--- config.mk ---
export PLATFORM = sky130hd
export DESIGN_NAME = meter_frame_encoder_flat
export DESIGN_NICKNAME = d
export VERILOG_FILES = /design/src/design/mfe_pkg.sv /design/src/design/mfe_channels.sv /design/src/design/meter_frame_encoder.sv /design/src/flat_wrapper.sv
export SDC_FILE = /design/constraint.sdc
export NUM_CORES = 1
export LEC_CHECK = 0
export BUFFER_PORTS_ARGS = -buffer_cell sky130_fd_sc_hd__buf_2
export CAP_MARGIN = 20
export CELL_PAD_IN_SITES_DETAIL_PLACEMENT = 1
export CELL_PAD_IN_SITES_GLOBAL_PLACEMENT = 1
export CORE_MARGIN = 2
export CORE_UTILIZATION = 25
export CTS_CLUSTER_SIZE = 25
export DETAILED_ROUTE_END_ITERATION = 7
export HOLD_SLACK_MARGIN = 0.15
export MAX_ROUTING_LAYER = met4
export PLACE_DENSITY_LB_ADDON = 0.08
export SYNTH_ARGS = -nofsm -noshare
export SYNTH_HDL_FRONTEND = slang
export SYNTH_SLANG_ARGS = --single-unit
export TNS_END_PERCENT = 20
--- constraint.sdc ---
create_clock -name clk_i -period 5.7 [get_ports clk_i]
set_input_delay 0.57 -clock clk_i [delete_from_list [all_inputs] [get_ports clk_i]]
set_output_delay 0.57 -clock clk_i [all_outputs]
set_load 0.02 [all_outputs]
--- src/design/mfe_pkg.sv ---
// constants and types shared by the meter frame encoder files
package mfe_pkg;

  localparam int unsigned AddrBytes = 6;
  localparam int unsigned AddrW = 8 * AddrBytes;

  localparam logic [7:0] MaxPayloadDefault = 8'd200;

  localparam logic [7:0] WakeByte   = 8'hFE;
  localparam logic [7:0] StartByte  = 8'h68;
  localparam logic [7:0] DataOffset = 8'h33;
  localparam logic [7:0] EndByte    = 8'h16;
  localparam logic [7:0] SumSeed    = 8'hD0;

  localparam logic ModeHeader  = 1'b0;
  localparam logic ModePayload = 1'b1;

  // beat positions inside a header burst
  localparam logic [3:0] BeatWake0  = 4'd0;
  localparam logic [3:0] BeatWake3  = 4'd3;
  localparam logic [3:0] BeatStart1 = 4'd4;
  localparam logic [3:0] BeatAddr0  = 4'd5;
  localparam logic [3:0] BeatAddr5  = 4'd10;
  localparam logic [3:0] BeatStart2 = 4'd11;
  localparam logic [3:0] BeatCtrl   = 4'd12;
  localparam logic [3:0] BeatLen    = 4'd13;
  localparam logic [3:0] BeatSum    = 4'd14;
  localparam logic [3:0] BeatEnd    = 4'd15;

  // beat positions inside a payload burst
  localparam logic [3:0] PayData = 4'd0;
  localparam logic [3:0] PaySum  = 4'd1;
  localparam logic [3:0] PayEnd  = 4'd2;

  typedef struct packed {
    logic             mode;
    logic [AddrW-1:0] meter_address;
    logic [7:0]       control_code;
    logic [7:0]       payload_length;
    logic [7:0]       payload_byte;
  } item_t;

  typedef struct packed {
    logic [7:0] tx_byte;
    logic       frame_end;
    logic       seq_error;
  } beat_t;

endpackage

--- src/design/mfe_channels.sv ---
// valid/ready channel interfaces for the item input and the byte output
interface mfe_item_if;
  logic                     valid;
  logic                     ready;
  logic                     mode;
  logic [mfe_pkg::AddrW-1:0] meter_address;
  logic [7:0]               control_code;
  logic [7:0]               payload_length;
  logic [7:0]               payload_byte;

  modport source (
    output valid, mode, meter_address, control_code, payload_length, payload_byte,
    input  ready
  );
  modport sink (
    input  valid, mode, meter_address, control_code, payload_length, payload_byte,
    output ready
  );
endinterface

interface mfe_beat_if;
  logic       valid;
  logic       ready;
  logic [7:0] tx_byte;
  logic       frame_end;
  logic       seq_error;

  modport source (
    output valid, tx_byte, frame_end, seq_error,
    input  ready
  );
  modport sink (
    input  valid, tx_byte, frame_end, seq_error,
    output ready
  );
endinterface

--- src/design/meter_frame_encoder.sv ---
// meter frame encoder: turns header and payload items into a framed byte stream
//
// item_i takes one item per beat: a header (mode 0) or one payload byte (mode 1).
// beat_o gives one frame byte per beat, with frame_end on the closing 0x16 and
// seq_error on a payload byte that arrives with no open frame.
// an accepted item sits in an item register; a sequencer walks its bytes one
// per cycle into the output register while the receiver does not stall, so the
// bytes of an item pass through the item register and then the output register.
// a header item gives 14 bytes (16 when its length is zero, which closes the
// frame at once); a payload item gives 1 byte, 3 for the last byte of a frame
// (data, checksum, 0x16); an error gives 1 beat. the next item is taken in the
// same cycle the last byte of the current one moves to the output register, so
// payload streams at one byte per cycle while the receiver does not stall.
// lengths above MAX_PAYLOAD are clamped; a header abandons any open frame.
// reset clears the running checksum, the byte count and the open-frame flag and
// empties both registers.
// when the receiver stalls the output register holds its byte, the sequencer
// stops and item_i drops ready once the item register is occupied.
module meter_frame_encoder #(
  parameter logic [7:0] MAX_PAYLOAD = mfe_pkg::MaxPayloadDefault
) (
  input  logic           clk_i,
  input  logic           rst_ni,
  mfe_item_if.sink       item_i,
  mfe_beat_if.source     beat_o
);

  mfe_pkg::item_t item_q;
  logic           cur_valid_q;
  logic [3:0]     idx_q;
  logic [7:0]     sum_q, sum_d;
  logic [7:0]     left_q, left_d;
  logic           open_q, open_d;
  mfe_pkg::beat_t out_q, beat;
  logic           out_valid_q;
  logic           step, last, accept;
  logic [7:0]     len_clamped;
  logic [mfe_pkg::AddrBytes-1:0][7:0] addr_bytes;
  logic [2:0]     addr_sel;

  assign len_clamped = (item_i.payload_length > MAX_PAYLOAD) ? MAX_PAYLOAD
                                                             : item_i.payload_length;
  assign step   = cur_valid_q && (!out_valid_q || beat_o.ready);
  assign item_i.ready = !cur_valid_q || (step && last);
  assign accept = item_i.valid && item_i.ready;

  assign addr_bytes = item_q.meter_address;
  assign addr_sel   = 3'(idx_q - mfe_pkg::BeatAddr0);

  always_comb begin
    beat   = '0;
    sum_d  = sum_q;
    left_d = left_q;
    open_d = open_q;
    last   = 1'b0;
    if (item_q.mode == mfe_pkg::ModeHeader) begin
      case (idx_q) inside
        [mfe_pkg::BeatWake0:mfe_pkg::BeatWake3]: begin
          beat.tx_byte = mfe_pkg::WakeByte;
        end
        mfe_pkg::BeatStart1: begin
          beat.tx_byte = mfe_pkg::StartByte;
          sum_d        = mfe_pkg::SumSeed;
        end
        [mfe_pkg::BeatAddr0:mfe_pkg::BeatAddr5]: begin
          beat.tx_byte = addr_bytes[addr_sel];
          sum_d        = sum_q + addr_bytes[addr_sel];
        end
        mfe_pkg::BeatStart2: begin
          beat.tx_byte = mfe_pkg::StartByte;
        end
        mfe_pkg::BeatCtrl: begin
          beat.tx_byte = item_q.control_code;
          sum_d        = sum_q + item_q.control_code;
        end
        mfe_pkg::BeatLen: begin
          beat.tx_byte = item_q.payload_length;
          sum_d        = sum_q + item_q.payload_length;
          left_d       = item_q.payload_length;
          open_d       = 1'b1;
          last         = (item_q.payload_length != 8'd0);
        end
        mfe_pkg::BeatSum: begin
          beat.tx_byte = sum_q;
        end
        default: begin
          beat.tx_byte   = mfe_pkg::EndByte;
          beat.frame_end = 1'b1;
          open_d         = 1'b0;
          left_d         = 8'd0;
          last           = 1'b1;
        end
      endcase
    end else begin
      case (idx_q)
        mfe_pkg::PayData: begin
          if (!open_q || left_q == 8'd0) begin
            beat.seq_error = 1'b1;
            last           = 1'b1;
          end else begin
            beat.tx_byte = item_q.payload_byte + mfe_pkg::DataOffset;
            sum_d        = sum_q + item_q.payload_byte + mfe_pkg::DataOffset;
            left_d       = left_q - 8'd1;
            last         = (left_q != 8'd1);
          end
        end
        mfe_pkg::PaySum: begin
          beat.tx_byte = sum_q;
        end
        mfe_pkg::PayEnd: begin
          beat.tx_byte   = mfe_pkg::EndByte;
          beat.frame_end = 1'b1;
          open_d         = 1'b0;
          left_d         = 8'd0;
          last           = 1'b1;
        end
        default: begin
          last = 1'b1;
        end
      endcase
    end
  end

  always_ff @(posedge clk_i or negedge rst_ni) begin
    if (!rst_ni) begin
      cur_valid_q <= 1'b0;
      idx_q       <= '0;
      sum_q       <= '0;
      left_q      <= '0;
      open_q      <= 1'b0;
      out_valid_q <= 1'b0;
    end else begin
      if (step) begin
        sum_q  <= sum_d;
        left_q <= left_d;
        open_q <= open_d;
      end
      if (accept) begin
        idx_q <= 4'd0;
      end else if (step) begin
        idx_q <= last ? 4'd0 : idx_q + 4'd1;
      end
      if (accept) begin
        cur_valid_q <= 1'b1;
      end else if (step && last) begin
        cur_valid_q <= 1'b0;
      end
      if (step) begin
        out_valid_q <= 1'b1;
      end else if (beat_o.ready) begin
        out_valid_q <= 1'b0;
      end
    end
  end

  always_ff @(posedge clk_i) begin
    if (accept) begin
      item_q.mode           <= item_i.mode;
      item_q.meter_address  <= item_i.meter_address;
      item_q.control_code   <= item_i.control_code;
      item_q.payload_length <= len_clamped;
      item_q.payload_byte   <= item_i.payload_byte;
    end
    if (step) begin
      out_q <= beat;
    end
  end

  assign beat_o.valid     = out_valid_q;
  assign beat_o.tx_byte   = out_q.tx_byte;
  assign beat_o.frame_end = out_q.frame_end;
  assign beat_o.seq_error = out_q.seq_error;

endmodule

--- src/flat_wrapper.sv ---
// flat-port wrapper written by rule: the top's interface ports become plain ports
module meter_frame_encoder_flat 
#(
  parameter logic [7:0] MAX_PAYLOAD = mfe_pkg::MaxPayloadDefault
)
  (clk_i, rst_ni, item_i_valid, item_i_mode, item_i_meter_address, item_i_control_code, item_i_payload_length, item_i_payload_byte, item_i_ready, beat_o_valid, beat_o_tx_byte, beat_o_frame_end, beat_o_seq_error, beat_o_ready);
  mfe_item_if item_i_i ();
  mfe_beat_if beat_o_i ();
  input  logic clk_i;
  input  logic rst_ni;
  input wire logic [$bits(item_i_i.valid)-1:0] item_i_valid;
  input wire logic [$bits(item_i_i.mode)-1:0] item_i_mode;
  input wire logic [$bits(item_i_i.meter_address)-1:0] item_i_meter_address;
  input wire logic [$bits(item_i_i.control_code)-1:0] item_i_control_code;
  input wire logic [$bits(item_i_i.payload_length)-1:0] item_i_payload_length;
  input wire logic [$bits(item_i_i.payload_byte)-1:0] item_i_payload_byte;
  output wire logic [$bits(item_i_i.ready)-1:0] item_i_ready;
  output wire logic [$bits(beat_o_i.valid)-1:0] beat_o_valid;
  output wire logic [$bits(beat_o_i.tx_byte)-1:0] beat_o_tx_byte;
  output wire logic [$bits(beat_o_i.frame_end)-1:0] beat_o_frame_end;
  output wire logic [$bits(beat_o_i.seq_error)-1:0] beat_o_seq_error;
  input wire logic [$bits(beat_o_i.ready)-1:0] beat_o_ready;
  assign item_i_i.valid = item_i_valid;
  assign item_i_i.mode = item_i_mode;
  assign item_i_i.meter_address = item_i_meter_address;
  assign item_i_i.control_code = item_i_control_code;
  assign item_i_i.payload_length = item_i_payload_length;
  assign item_i_i.payload_byte = item_i_payload_byte;
  assign item_i_ready = item_i_i.ready;
  assign beat_o_valid = beat_o_i.valid;
  assign beat_o_tx_byte = beat_o_i.tx_byte;
  assign beat_o_frame_end = beat_o_i.frame_end;
  assign beat_o_seq_error = beat_o_i.seq_error;
  assign beat_o_i.ready = beat_o_ready;
  meter_frame_encoder #(.MAX_PAYLOAD(MAX_PAYLOAD)) u_core (.clk_i(clk_i), .rst_ni(rst_ni), .item_i(item_i_i), .beat_o(beat_o_i));
endmodule
==> impl_metrics.tcl <==
set metrics [dict create \
    status "completed" \
    start_util 0.254 \
    grt_pass1_vias 4769 \
    fin_crit_ns 4.17 \
    switching_share 0.400 \
    end_kind "register" \
    routedWlPerCell_microns 19.2 \
    crit_path_top_delay_cell "xnor2_2" \
    fp-row-count 56 \
    antenna_found_initial 0 \
    clkPwrFrac 0.210 \
    synthDominantCellAreaShare 0.421 \
    wl_microns 17700 \
    cts_sinks 106 \
    ys_warn_count 0 \
    ctsHoldBuffers 0 \
    syn-num-nets 627 \
    layout_setup_ws_ns 1.53 \
    crit_path_max_incr_delay_ns 0.84 \
    design.core.area_sq_um 23300 \
    htreeDepth 3 \
    drc_errors 0 \
    relSlewSlack 0.315 \
    p_per_area_nw_per_um2 423 \
    cts_setup_buffers 0 \
    dp_slack_ns 1.51 \
    hold_viol 0 \
    synthTopCellsByArea "edfxtp_1, dfrtp_1, ha_1" \
    synth-compound-area-share 0.171 \
    async_flop_share 0.217 \
    grt-ovfl-total 0 \
    synth_most_common_cell "edfxtp_1" \
    synthXorXnorAreaFrac 0.0220 \
    clk_pin_slew_ns 0.08 \
    vias_per_cell 4.66 \
    grt_max_degree 74 \
    comb_power_share 0.409 \
    synth_adder_area_share 0.0681 \
    firstDrtPassIters 4 \
    p_leak_nw 2.70 \
    hpwl_microns 13600 \
    die_h_microns 158 \
    synth_top_area_cell "edfxtp_1" \
    ios 89 \
    skew_ns 0.0146 \
    synthFlopType "edfxtp_1" \
    synth-simple-area-share 0.121 \
    switching_power_w 0.00117 \
    drv_cap 0 \
    place.gp.congestion 0.827 \
    tightest_slew_ns 1.03 \
    synth_edf_count 83 \
    ys_ff_latch 106 \
    synthToLayoutAreaGrowth_pct 17.3 \
    yosysSeqAreaShare 0.518 \
    antenna_left 0 \
    crit_chain "xnor2_2 > mux4_2 > a21oi_1 > and2_1 > a31oi_1 > ha_1 > inv_1 > o211ai_1 > a2111oi_0 > nor4_1 > mux2_4 > o31ai_2" \
    worstPathRequired_ns 5.97 \
    root_buffer "clkbuf_16" \
    n_antenna_cell 0 \
    cp_data_arrival_time_ns 4.44 \
    drt_iter0_markers 216 \
    fin_tns_setup_ns 0 \
    setup_viol 0 \
    vias 4285 \
    avgSynthCellArea_sq_um 11.4 \
    holdCritPathClass "primary input to asynchronous set/reset pin" \
    synth_top_family_by_area "compound AO/OA/AOI/OAI gates" \
    worst-setup-path-type "register to register" \
    mappedNetlistArea_sq_um 5920 \
    grt_pass1_wl_microns 27800 \
    cts_resized 0 \
    clock_latency_ns 0.36 \
    pwr-share-seq 0.381 \
    clock.fmax_mhz 240 \
    fin_crit_sh 0.732 \
    p_int_w 0.00176 \
    netlist_top_cells_count "edfxtp_1, nand2_1, inv_1" \
    ir_drop_mv 0.223 \
    grt_usage 0.154 \
    die-width_microns 158 \
    cts_tree "yes" \
    rsz0062_at_grt "no" \
    layout.nets 704 \
    critPathLaunchType "register" \
    clockBufferDepth 2 \
    numCtsBuffers 9 \
    synth_cells 519 \
    port_buffers 88 \
    maxSlewViolCount 0 \
    ys_types 72 \
    drive_gt1_frac 0.211 \
    cp_max_fo 23 \
    die_area_sq_um 24900 \
    holdWs_ns 0.228 \
    synthMuxAreaShare 0.0560 \
]
==> area by class of cell <==
cell class,count,area [sq um]
clock buffers,10,229
clock inverters,6,62.6
fillers,2619,16400
inverters,35,131
multi-input cells,354,2600
flip-flops and latches,106,3070
well taps,319,399
repair buffers,90,455
==> state kept, by name, summed over array words and instances, names as in the netlist <==
name	count
u_core.addr_bytes	48
u_core.beat_o.frame_end	1
u_core.beat_o.seq_error	1
u_core.beat_o.tx_byte	8
u_core.beat_o.valid	1
u_core.cur_valid_q	1
u_core.idx_q	4
u_core.item_q	25
u_core.left_q	8
u_core.open_q	1
u_core.sum_q	8
==> per-layer routing <==
layer	track usage	vias to the layer above	wire length [microns]
li1	-	2102	-
met1	0.208	2087	8990
met2	0.244	92	8040
met3	0.0263	4	579
met4	0.0312	0	91
met5	-	-	0
==> critical path: cells and delay by family (launching register included) <==
family | cells | cell delay [ns]
AOI/OAI and AO/OA | 5 | 1.19
xor gates and xnor gates | 1 | 0.84
adders and majority gates | 1 | 0.32
buffers and inverters | 1 | 0.08
DFF | 1 | 0.67
muxes | 2 | 0.71
and+or+nand+nor | 2 | 0.27
==> metrics by stage <==
stage               std cells  power [W]   util  area (sq um)
floorplan                 519    0.00197      -          5920
global placement          904    0.00233  0.285          6650
detailed placement        904    0.00236  0.285          6650
CTS                       920    0.00299  0.298          6940
global route              920    0.00317  0.298          6940
finish                    920    0.00294  0.298          6940
==> cells in the final DEF (no fill, tap or decap), types with 3 or more instances in the layout <==
cell type and instances:
buf_2 88, edfxtp_1 83, nand2_1 39, inv_1 35, a21oi_1 34, o21ai_0 31
ha_1 29, nor2_1 27, dfrtp_1 23, mux2i_1 14, nor3_1 14, nand3_1 12
nor2b_1 10, a22oi_1 9, xnor2_1 9, clkbuf_16 9, nand2b_1 8, a21o_1 8
and3_1 7, a31oi_1 7, a221oi_1 7, mux4_2 6, o221ai_1 6, a211oi_1 4
xor2_1 4, and2b_1 3, nor3b_1 3, or3_1 3, o211ai_1 3, and2_1 3
a32o_1 3, a32oi_1 3, clkinv_4 3
==> final timing paths <==
| check | start | end | slack [ns] | cells after the start |
|---|---|---|---|---|
| min in group clk_i | item_i_meter_address[31] | u_core.addr_bytes[31] | 0.38 | 1 |
| worst max register to register | u_core.idx_q[2] | u_core.sum_q[7] | 1.53 | 12 |
| worst min-delay path | rst_ni | u_core.beat_o.valid | 0.23 | 1 |
| max in group asynchronous | rst_ni | u_core.sum_q[1] | 5.02 | 1 |
| worst max-delay path | u_core.idx_q[2] | u_core.sum_q[7] | 1.53 | 12 |
| worst min register to register | u_core.left_q[7] | u_core.left_q[7] | 0.55 | 2 |
==> power groups by stage <==
stage | Clock (W) | Combinational [W] | Sequential, W
global placement | 0 | 0.00120 | 0.00114
detailed placement | 0 | 0.00122 | 0.00114
floorplan | 0 | 0.000885 | 0.00109
global route | 0.000667 | 0.00136 | 0.00114
finish | 0.000617 | 0.00120 | 0.00112
CTS | 0.000642 | 0.00123 | 0.00112
==> logic make-up (layout without fill, tap and decap cells) <==
logic type / Yosys count / after routing
flip-flops: 106 / 106
XOR/XNOR: 14 / 14
AND/OR/NAND/NOR: 141 / 141
multiplexers: 23 / 23
AO/OA/AOI/OAI: 145 / 145
adder cells (fa/ha/maj): 31 / 31
buffers and inverters: 59 / 141
Power figures use the tool's default switching activity.
